<file path="src/sv/div192_pkg.sv">
// Types and constants shared by the 192-by-64 divider modules.
package div192_pkg;

	localparam int WORD_W  = 64;
	localparam int NUM_W   = 3 * WORD_W;
	localparam int STEPS   = NUM_W;
	localparam int CNT_W   = $clog2(STEPS);
	localparam int TDATA_W = 4 * WORD_W;

	typedef enum logic [1:0] {
		ST_IDLE,
		ST_BUSY,
		ST_DRAIN
	} div_state_t;

	// Commands from the sequencer to the datapath.
	typedef struct packed {
		logic load;
		logic step;
		logic finish;
	} div_ctrl_t;

	// Status from the datapath to the sequencer.
	typedef struct packed {
		logic start;
		logic zero_div;
		logic out_free;
	} div_stat_t;

endpackage

</file>
<file path="src/sv/div192_step.sv">
// One restoring division step: shift in a numerator bit, trial subtract, select.
module div192_step (
	input  logic [div192_pkg::WORD_W-1:0] rem,
	input  logic                          num_bit,
	input  logic [div192_pkg::WORD_W-1:0] den,
	output logic [div192_pkg::WORD_W-1:0] rem_next,
	output logic                          q_bit
);
	import div192_pkg::*;

	logic [WORD_W:0]   shifted;
	logic [WORD_W+1:0] diff;

	// The shifted value is 65 bits wide; its top bit is the carry out of the remainder.
	assign shifted  = {rem, num_bit};
	assign diff     = {1'b0, shifted} - {2'b00, den};
	assign q_bit    = ~diff[WORD_W+1];
	assign rem_next = q_bit ? diff[WORD_W-1:0] : shifted[WORD_W-1:0];

endmodule

</file>
<file path="src/sv/div192_seq.sv">
// Sequencer for the divider: state machine and quotient bit counter.
module div192_seq (
	input  logic                  clk,
	input  logic                  arst_n,
	input  div192_pkg::div_stat_t stat,
	output div192_pkg::div_ctrl_t ctrl,
	output logic                  in_ready
);
	import div192_pkg::*;

	localparam logic [CNT_W-1:0] CNT_LAST = CNT_W'(STEPS - 1);

	div_state_t       state_q, state_d;
	logic [CNT_W-1:0] cnt_q;

	always_ff @(posedge clk or negedge arst_n) begin
		if (!arst_n) begin
			state_q <= ST_IDLE;
			cnt_q   <= '0;
		end else begin
			state_q <= state_d;
			if (ctrl.load) begin
				cnt_q <= '0;
			end else if (ctrl.step) begin
				cnt_q <= cnt_q + 1'b1;
			end
		end
	end

	always_comb begin
		state_d  = state_q;
		ctrl     = '0;
		in_ready = 1'b0;
		unique case (state_q)
			ST_IDLE: begin
				in_ready = 1'b1;
				if (stat.start) begin
					ctrl.load = 1'b1;
					state_d   = stat.zero_div ? ST_DRAIN : ST_BUSY;
				end
			end
			ST_BUSY: begin
				ctrl.step = 1'b1;
				if (cnt_q == CNT_LAST) begin
					state_d = ST_DRAIN;
				end
			end
			ST_DRAIN: begin
				if (stat.out_free) begin
					ctrl.finish = 1'b1;
					state_d     = ST_IDLE;
				end
			end
			default: begin
				state_d = ST_IDLE;
			end
		endcase
	end

endmodule

</file>
<file path="src/sv/divider_192_by_64_core.sv">
// Top level of the 192-by-64 unsigned restoring divider with a stream interface.
// A result enters the output register after all quotient steps; a zero divisor skips the steps.
// Only one division is in flight: no new input is accepted until its result has entered the output register,
// and the single 66-bit subtractor produces one quotient bit per cycle for all 192 numerator bits.
// Reset: arst_n clears the sequencer and the output valid flag; data registers are not reset.
module divider_192_by_64_core (
	input  logic                           clk,
	input  logic                           arst_n,
	input  logic                           s_tvalid,
	output logic                           s_tready,
	// s_tdata, low bit first: numerator_low[63:0], numerator_mid[63:0],
	// numerator_high[63:0], divisor[63:0]
	input  logic [div192_pkg::TDATA_W-1:0] s_tdata,
	output logic                           m_tvalid,
	input  logic                           m_tready,
	// m_tdata, low bit first: quotient_low[63:0], quotient_mid[63:0],
	// quotient_high[63:0], remainder[63:0]
	output logic [div192_pkg::TDATA_W-1:0] m_tdata,
	// m_tuser: divide_by_zero[0]
	output logic                           m_tuser
);
	import div192_pkg::*;

	div_ctrl_t ctrl;
	div_stat_t stat;

	// Working registers. The numerator register shifts left once per step; the quotient
	// bit from each step enters at the bottom, so after all steps it holds the quotient.
	logic [NUM_W-1:0]  work_q;
	logic [WORD_W-1:0] rem_q;
	logic [WORD_W-1:0] den_q;
	logic              dbz_q;

	// Output register. It holds a finished result until the sink takes it, which lets
	// the block start on the next transaction in the meantime.
	logic               out_valid_q;
	logic [TDATA_W-1:0] out_data_q;
	logic               out_dbz_q;

	logic [WORD_W-1:0] in_den;
	logic [NUM_W-1:0]  in_num;
	logic [WORD_W-1:0] rem_next;
	logic              q_bit;

	assign in_num = s_tdata[NUM_W-1:0];
	assign in_den = s_tdata[TDATA_W-1:NUM_W];

	assign stat.start    = s_tvalid & s_tready;
	assign stat.zero_div = (in_den == '0);
	assign stat.out_free = ~out_valid_q | m_tready;

	div192_seq u_seq (
		.clk      (clk),
		.arst_n   (arst_n),
		.stat     (stat),
		.ctrl     (ctrl),
		.in_ready (s_tready)
	);

	div192_step u_step (
		.rem      (rem_q),
		.num_bit  (work_q[NUM_W-1]),
		.den      (den_q),
		.rem_next (rem_next),
		.q_bit    (q_bit)
	);

	// A zero divisor skips the iterations: the quotient is loaded as zero and the
	// remainder takes the low numerator word directly.
	always_ff @(posedge clk) begin
		if (ctrl.load) begin
			work_q <= stat.zero_div ? '0 : in_num;
			rem_q  <= stat.zero_div ? in_num[WORD_W-1:0] : '0;
			den_q  <= in_den;
			dbz_q  <= stat.zero_div;
		end else if (ctrl.step) begin
			work_q <= {work_q[NUM_W-2:0], q_bit};
			rem_q  <= rem_next;
		end
	end

	always_ff @(posedge clk) begin
		if (ctrl.finish) begin
			out_data_q <= {rem_q, work_q};
			out_dbz_q  <= dbz_q;
		end
	end

	always_ff @(posedge clk or negedge arst_n) begin
		if (!arst_n) begin
			out_valid_q <= 1'b0;
		end else if (ctrl.finish) begin
			out_valid_q <= 1'b1;
		end else if (m_tready) begin
			out_valid_q <= 1'b0;
		end
	end

	assign m_tvalid = out_valid_q;
	assign m_tdata  = out_data_q;
	assign m_tuser  = out_dbz_q;

endmodule

</file>
<file path="config.mk">
export PLATFORM = sky130hd
export DESIGN_NAME = divider_192_by_64_core
export DESIGN_NICKNAME = d
export VERILOG_FILES = /design/src/sv/div192_pkg.sv /design/src/sv/div192_step.sv /design/src/sv/div192_seq.sv /design/src/sv/divider_192_by_64_core.sv
export SDC_FILE = /design/constraint.sdc
export NUM_CORES = 1
export LEC_CHECK = 0
export BUFFER_PORTS_ARGS = -buffer_cell sky130_fd_sc_hd__buf_2
export CORE_ASPECT_RATIO = 0.5
export CORE_UTILIZATION = 50
export CTS_CLUSTER_DIAMETER = 120
export CTS_CLUSTER_SIZE = 10
export DETAILED_ROUTE_END_ITERATION = 12
export GPL_TIMING_DRIVEN = 0
export PLACE_DENSITY = 0.75
export SYNTH_ARGS = -nofsm -noshare
export SYNTH_HDL_FRONTEND = slang
export SYNTH_SLANG_ARGS = --single-unit
</file>
<file path="constraint.sdc">
create_clock -name clk -period 24.5 [get_ports clk]
set_clock_uncertainty 0.2 [all_clocks]
set_input_delay 1.225 -clock clk [delete_from_list [all_inputs] [get_ports clk]]
set_output_delay 1.225 -clock clk [all_outputs]
set_load 0.03 [all_outputs]
</file>
==> results by group, run 1 <==
Placement
  • Port bufs: 518
  • Hpwl dp: 57900 um
  • Placed Area: 29600 sq um
  • GPL Wtd Cong: 0.984
  • Worst slack, placed: 18.49 ns

Global route
  • Global-route wire length before repair: 112000 um
  • Initial antenna violation count: 13
  • Total track usage: 0.288
  • Grt total ovfl: 0
  • Largest net degree at the start of global routing: 123
  • Vias in the first global route: 18712

Synthesis
  • Area fraction of the dominant cell type after synthesis: 0.672
  • Yosys warnings: 0
  • Gate Count Post-Synth: 2123
  • Nets in the synthesized netlist: 2449
  • Mean area per synthesized cell: 12.2 sq um
  • EDFF count, synth: 578
  • Main synth FF type: edfxtp_1
  • Synth Cell Area: 25800 sq um
  • Post-synthesis sequential area ratio: 0.683
  • Asr flop ratio synth: 0.0187
  • Area leader, netlist: edfxtp_1
  • Synth cell types: 66
  • Top area cells in the synthesized netlist: edfxtp_1 67%, nand2_1 6.9%, o21ai_0 4.6%
  • Synthesized flop and latch total: 589

Route
  • Antenna viol nets, final: 0
  • Vias/cell: 5.66
  • Routed WL: 77300 um
  • Vias: 19570
  • WL per Instance: 22.4 um
  • Drt first-iter violations: 2123
  • DRC viols: 0
  • DRT Pass-1 Iters: 6

CTS
  • Clock root buffer: clkbuf_16
  • Clock Sinks: 589
  • Clk slew on worst S/H paths: 0.06 ns
  • Clock Tree Buf Depth: 3
  • CTS buffer count: 68
  • Post-CTS setup buffer count: 0
  • H-tree depth: 3
  • Post_cts resized: 0
  • TritonCTS clock tree: built
  • CTS Hold Bufs: 0
  • Skew-Pair Late Insertion Delay: 0.59 ns

STA
  • Minimum clock period: 5.40 ns
  • Final setup TNS: 0 ns
  • F_max: 185 MHz
  • Final Hold Fails: 0
  • Setup slack after layout: 19.10 ns
  • Finish-stage setup viols: 0
  • Slew Limit Fails: 0
  • Unrepaired setup endpoints after global routing: no
  • Share of the clock period used by the worst path: 0.220
  • Worst Max-Slew Pin Slew: 1.33 ns
  • Slew headroom: 0.0898

Setup path
  • Critical Path RT: 24.63 ns
  • CP max FO: 10
  • Worst path buffer plus inverter count: 6
  • Cell Chain, Critical Path: buf_2, nor4_1, nand4_1, or4_1, clkbuf_1, inv_1, clkbuf_1, buf_1, clkbuf_1, o21ai_0
  • Crit-path slowest cell: nor4_1
  • R2R Path Start: rem_q[1]
  • Critical R2R Capture: rem_q[59]
  • WP data arrival: 5.52 ns
  • Crit path capture type: register
  • R2R depth: 12
  • Flop2flop setup slack: 19.35 ns
  • Cell mode on critical path: clkbuf_1
  • Kind of critical path: input port to register
  • Max incr delay on CP: 0.95 ns
  • CP top delay family: buffers and inverters
  • CP startpoint kind: input port

Layout
  • Final core occ: 0.623
  • Final #Nets: 3049
  • Fin area: 31500 sq um
  • Share of cells above drive strength 1: 0.234
  • Commonest non-fill, non-tap cells in the layout: 578 x edfxtp_1, 532 x buf_2, 476 x nand2_1, 236 x o21ai_0, 123 x clkbuf_1
  • Most common cell after layout, fill and taps aside: edfxtp_1
  • Synth-to-Final Area Change: 22.1%

Min path
  • Hold Path Class: register to register
  • Hold Path End: m_tuser
  • Hold path start: dbz_q
  • Hold Crit Depth: 0

Floorplanning
  • Rows: 58
  • Die Wd: 323 um
  • Starting Density: 0.511
  • Die area: 52600 sq um
  • Core ar.: 50600 sq um
  • Top Ports: 519
  • Die height: 163 um

Power and ir drop
  • Power, Total: 3.61 mW
  • Leak: 12.6 nW
  • PwrDens: 114 nW/um^2
  • Maximum vdd ir drop: 0.0727 mV

Flow run
  • Max_cap viols: 0

Status
  • Status: completed
## layout make-up
| class | instances | area (sq um) |
|---|---|---|
| buffer | 118 | 488 |
| clock inverter | 6 | 104 |
| timing repair buffer | 530 | 2870 |
| fill | 4060 | 19000 |
| antenna | 14 | 35.0 |
| sequential | 589 | 17600 |
| multi-input combinational | 1335 | 7410 |
| clock buffer | 94 | 1820 |
| inverter | 81 | 312 |
| tap | 690 | 863 |
## cells in the mapped netlist, drive strengths merged, types with 2 or more instances
| master | n |
|---|---|
| nand4 | 27 |
| o31a | 3 |
| a21boi | 2 |
| a41oi | 2 |
| nor4 | 21 |
| nor3 | 10 |
| o21a | 8 |
| nor2b | 7 |
| mux2i | 16 |
| nor2 | 106 |
| a31oi | 21 |
| a2111oi | 2 |
| or4 | 3 |
| o21ai | 240 |
| inv | 81 |
| o221ai | 5 |
| or2 | 3 |
| edfxtp | 578 |
| nand2b | 7 |
| o221a | 3 |
| o32ai | 32 |
| and2 | 2 |
| clkbuf | 100 |
| xor2 | 27 |
| buf | 18 |
| ha | 65 |
| nand2 | 476 |
| or3 | 2 |
| nand3 | 20 |
| o41ai | 2 |
| o21bai | 14 |
| a21o | 33 |
| o31ai | 3 |
| a21oi | 99 |
| and3 | 3 |
| a211oi | 3 |
| o22ai | 13 |
| o211ai | 7 |
| xnor2 | 33 |
| a211o | 3 |
| dfrtp | 11 |
## power by group
part / internal [mW] / total, mW / switching (mW)
clock network: 0.519 / 0.915 / 0.396
registers: 1.51 / 1.68 / 0.175
logic: 0.401 / 1.01 / 0.611
## registers in the layout (all words and copies together) (netlist names)
register       cells
dbz_q              1
den_q             64
m_tdata          256
m_tuser            1
m_tvalid           1
rem_q             64
u_seq.cnt_q        8
u_seq.state_q      2
work_q           192
## how the worst max path moves through the flow
stage,startpoint,to,slack (ns),depth (start not counted)
floorplan,m_tready,m_tdata[0],11.50,2
global placement,m_tready,m_tdata[228],5.88,3
detailed placement,s_tdata[224],work_q[186],18.49,10
CTS,s_tdata[224],work_q[189],19.10,10
global route,s_tdata[224],work_q[185],19.01,10
finish,s_tdata[213],work_q[189],19.10,10
## cells by family (layout without fill, tap and decap cells)
family | Yosys count | count (layout) | share of synthesized area
simple gates | 691 | 691 | 0.110
other cells | 0 | 14 | 0
compound gates | 502 | 502 | 0.117
buf+inv | 199 | 829 | 0.0305
mux | 16 | 16 | 0.00620
fa+ha+maj | 66 | 66 | 0.0323
flops | 589 | 589 | 0.683
xor+xnor | 60 | 60 | 0.0204
## layer usage
metal	vias to the layer above	routed length, um	global-route usage
li1	8974	-	-
met1	9449	31200	0.385
met2	946	36900	0.459
met3	201	5780	0.0487
met4	0	3500	0.142
met5	-	0	0
## worst register-to-register path, cell delays in order (launching register included)
cell       delay, ns
edfxtp_1        0.45
ha_1            0.39
o21a_1          0.13
o31a_1          0.20
o211ai_1        0.19
a2111oi_0       1.15
o22ai_1         0.44
o21ai_0         0.64
a21oi_1         0.29
o21a_1          0.31
o221ai_1        0.24
xnor2_1         0.17
o21ai_0         0.09
## through the flow
| step | instances | hold slack, ns |
|---|---|---|
| finish | 3457 | 0.234 |
| global route | 3456 | 0.250 |
| CTS | 3443 | 0.236 |
| detailed placement | 3343 | 0.223 |
| global placement | 3331 | 0.205 |
| floorplan | 2123 | 0.200 |
No activity file was read; power rests on OpenSTA's default activity.
==> inputs of run 2 (changes only) <==
Clock period 24.5 ns to 5.4 ns, I/O delays scaled along.
==> run 2 against run 1 <==
Compared with the run above:
- clock-buffer cell count is 9 lower
- the run now ends with capacitance limit left
- critical path type unchanged
- worst setup slack worse by 19 ns
- cell count is 7.2% higher
==> results by group, run 2 (same netlist as run 1, synthesis figures left out) <==
Setup path
  • WP data arrival: 5.33 ns
  • CP max FO: 10
  • Max incr delay on CP: 1.19 ns
  • Crit path capture type: register
  • CP top delay family: buffers and inverters
  • Cell mode on critical path: clkbuf_1
  • Cell Chain, Critical Path: dlygate4sd3_1, buf_2, nor4_1, nand4_1, or4_1, clkbuf_1, inv_1, clkbuf_1, buf_1, clkbuf_1, o21ai_0
  • Worst path buffer plus inverter count: 7
  • CP startpoint kind: input port
  • Crit-path slowest cell: nor4_1
  • Critical Path RT: 5.52 ns
  • Kind of critical path: input port to register

Route
  • Met3 wire length: 6540 um
  • DRC viols: 0
  • DR top layer: met4
  • WL per Instance: 22.8 um
  • Antenna viol nets, final: 0
  • Routed WL: 84400 um
  • Met2 wire len: 41100 um
  • Vias: 21276
  • Vias/cell: 5.74
  • DRT Pass-1 Iters: 6
  • Drt first-iter violations: 2561
  • Met1 wire length: 32500 um

Placement
  • GPL Wtd Cong: 0.954
  • Placed Area: 29700 sq um
  • Hpwl dp: 58900 um
  • Port bufs: 518

CTS
  • Skew-Pair Late Insertion Delay: 0.59 ns
  • Clk slew on worst S/H paths: 0.06 ns
  • Clock Sinks: 589
  • H-tree depth: 3
  • Clock Tree Buf Depth: 3
  • TritonCTS clock tree: built
  • CTS buffer count: 68
  • Clock root buffer: clkbuf_16

Layout
  • Fin area: 34100 sq um
  • Commonest non-fill, non-tap cells in the layout: 578 x edfxtp_1, 532 x buf_2, 475 x nand2_1, 260 x dlygate4sd3_1, 236 x o21ai_0
  • Final core occ: 0.675
  • Synth-to-Final Area Change: 32.2%
  • Share of cells above drive strength 1: 0.217
  • Final #Nets: 3314
  • Max reg flops: 256
  • Most common cell after layout, fill and taps aside: edfxtp_1

Power and ir drop
  • PwrDens: 486 nW/um^2
  • Maximum vdd ir drop: 0.294 mV
  • Leak: 13.7 nW

STA
  • Final setup TNS: 0 ns
  • Share of the clock period used by the worst path: 0.965
  • Finish-stage setup viols: 0
  • Slew Limit Fails: 0
  • Worst Max-Slew Pin Slew: 1.46 ns
  • Final Hold Fails: 0
  • Minimum clock period: 5.21 ns
  • Slew headroom: 0.0179
  • Unrepaired setup endpoints after global routing: no
  • F_max: 192 MHz

Flow run
  • Max_cap viols: 1

Global route
  • Global-route wire length before repair: 124000 um
  • Initial antenna violation count: 7
  • Total track usage: 0.315
  • Grt total ovfl: 0
  • Vias in the first global route: 21154
  • Largest net degree at the start of global routing: 46

Floorplanning
  • Die Wd: 323 um
  • Core ar.: 50600 sq um
  • Die area: 52600 sq um
  • Die height: 163 um
  • Top Ports: 519
  • Rows: 58
  • Starting Density: 0.511

Status
  • Status: complete, but fails checks
  • Failing checks: capacitance limit

Min path
  • Hold Path Class: input port to register
## run 2: cell count changes in the layout (fill, tap and decap cells not counted), sizes merged
| cell | delta |
|---|---|
| buf | +5 |
| clkinvlp | +1 |
| dlygate4sd3 | +260 |
| diode | -6 |
| clkbuf | -9 |
| inv | -3 |
## run 2: report_power, final
group          internal, mW  switching [mW]  total [mW]
sequential             6.84           0.841        7.68
combinational          1.95            2.89        4.84
clock                  2.31            1.78        4.09
total                  11.1            5.50        16.6
## run 2: area by class of cell
cell class | count | area (sq um)
Sequential cell | 589 | 17600
Fill cell | 3588 | 16400
Multi-Input combinational cell | 1335 | 7430
Timing Repair Buffer | 795 | 5550
Clock buffer | 85 | 1790
Tap cell | 690 | 863
Buffer | 118 | 492
Inverter | 81 | 308
Clock inverter | 4 | 61.3
Antenna cell | 8 | 20.0
## run 2: final timing paths
path / startpoint / endpoint / slack [ns] / cells after the start
worst max-delay path: s_tdata[224] / work_q[184] / 0.19 / 11
worst min-delay path: s_tdata[227] / den_q[35] / 0.21 / 2
worst max register to register: rem_q[14] / rem_q[59] / 0.35 / 11
worst min register to register: dbz_q / m_tuser / 0.23 / 0
max in group asynchronous: arst_n / u_seq.state_q[1] / 3.96 / 3
min in group asynchronous: arst_n / u_seq.cnt_q[7] / 0.67 / 3
## run 2: metrics by stage
| step | setup WS [ns] | total power [mW] | hold WS, ns | cells |
|---|---|---|---|---|
| 2_1_floorplan | 0.00581 | 10.7 | -0.226 | 2123 |
| 3_3_place_gp | -2.28 | 12.0 | -0.0433 | 3331 |
| 3_5_place_dp | 0.257 | 12.2 | -0.0440 | 3348 |
| 4_1_cts | 0.303 | 16.4 | 0.185 | 3697 |
| 5_1_grt | 0.109 | 17.3 | 0.195 | 3703 |
| 6_report | 0.190 | 16.6 | 0.208 | 3705 |
## run 2: repair_timing
item,4_1_cts,5_1_grt
setup buffers,0,0
hold endpoints to repair,331,0
hold buffers,260,0
gates resized for setup,0,0
## run 2: layer usage
metal,GRT usage,vias to the layer above
li1,-,9478
met1,0.406,10314
met2,0.519,1199
met3,0.0520,285
met4,0.162,0
met5,0,-
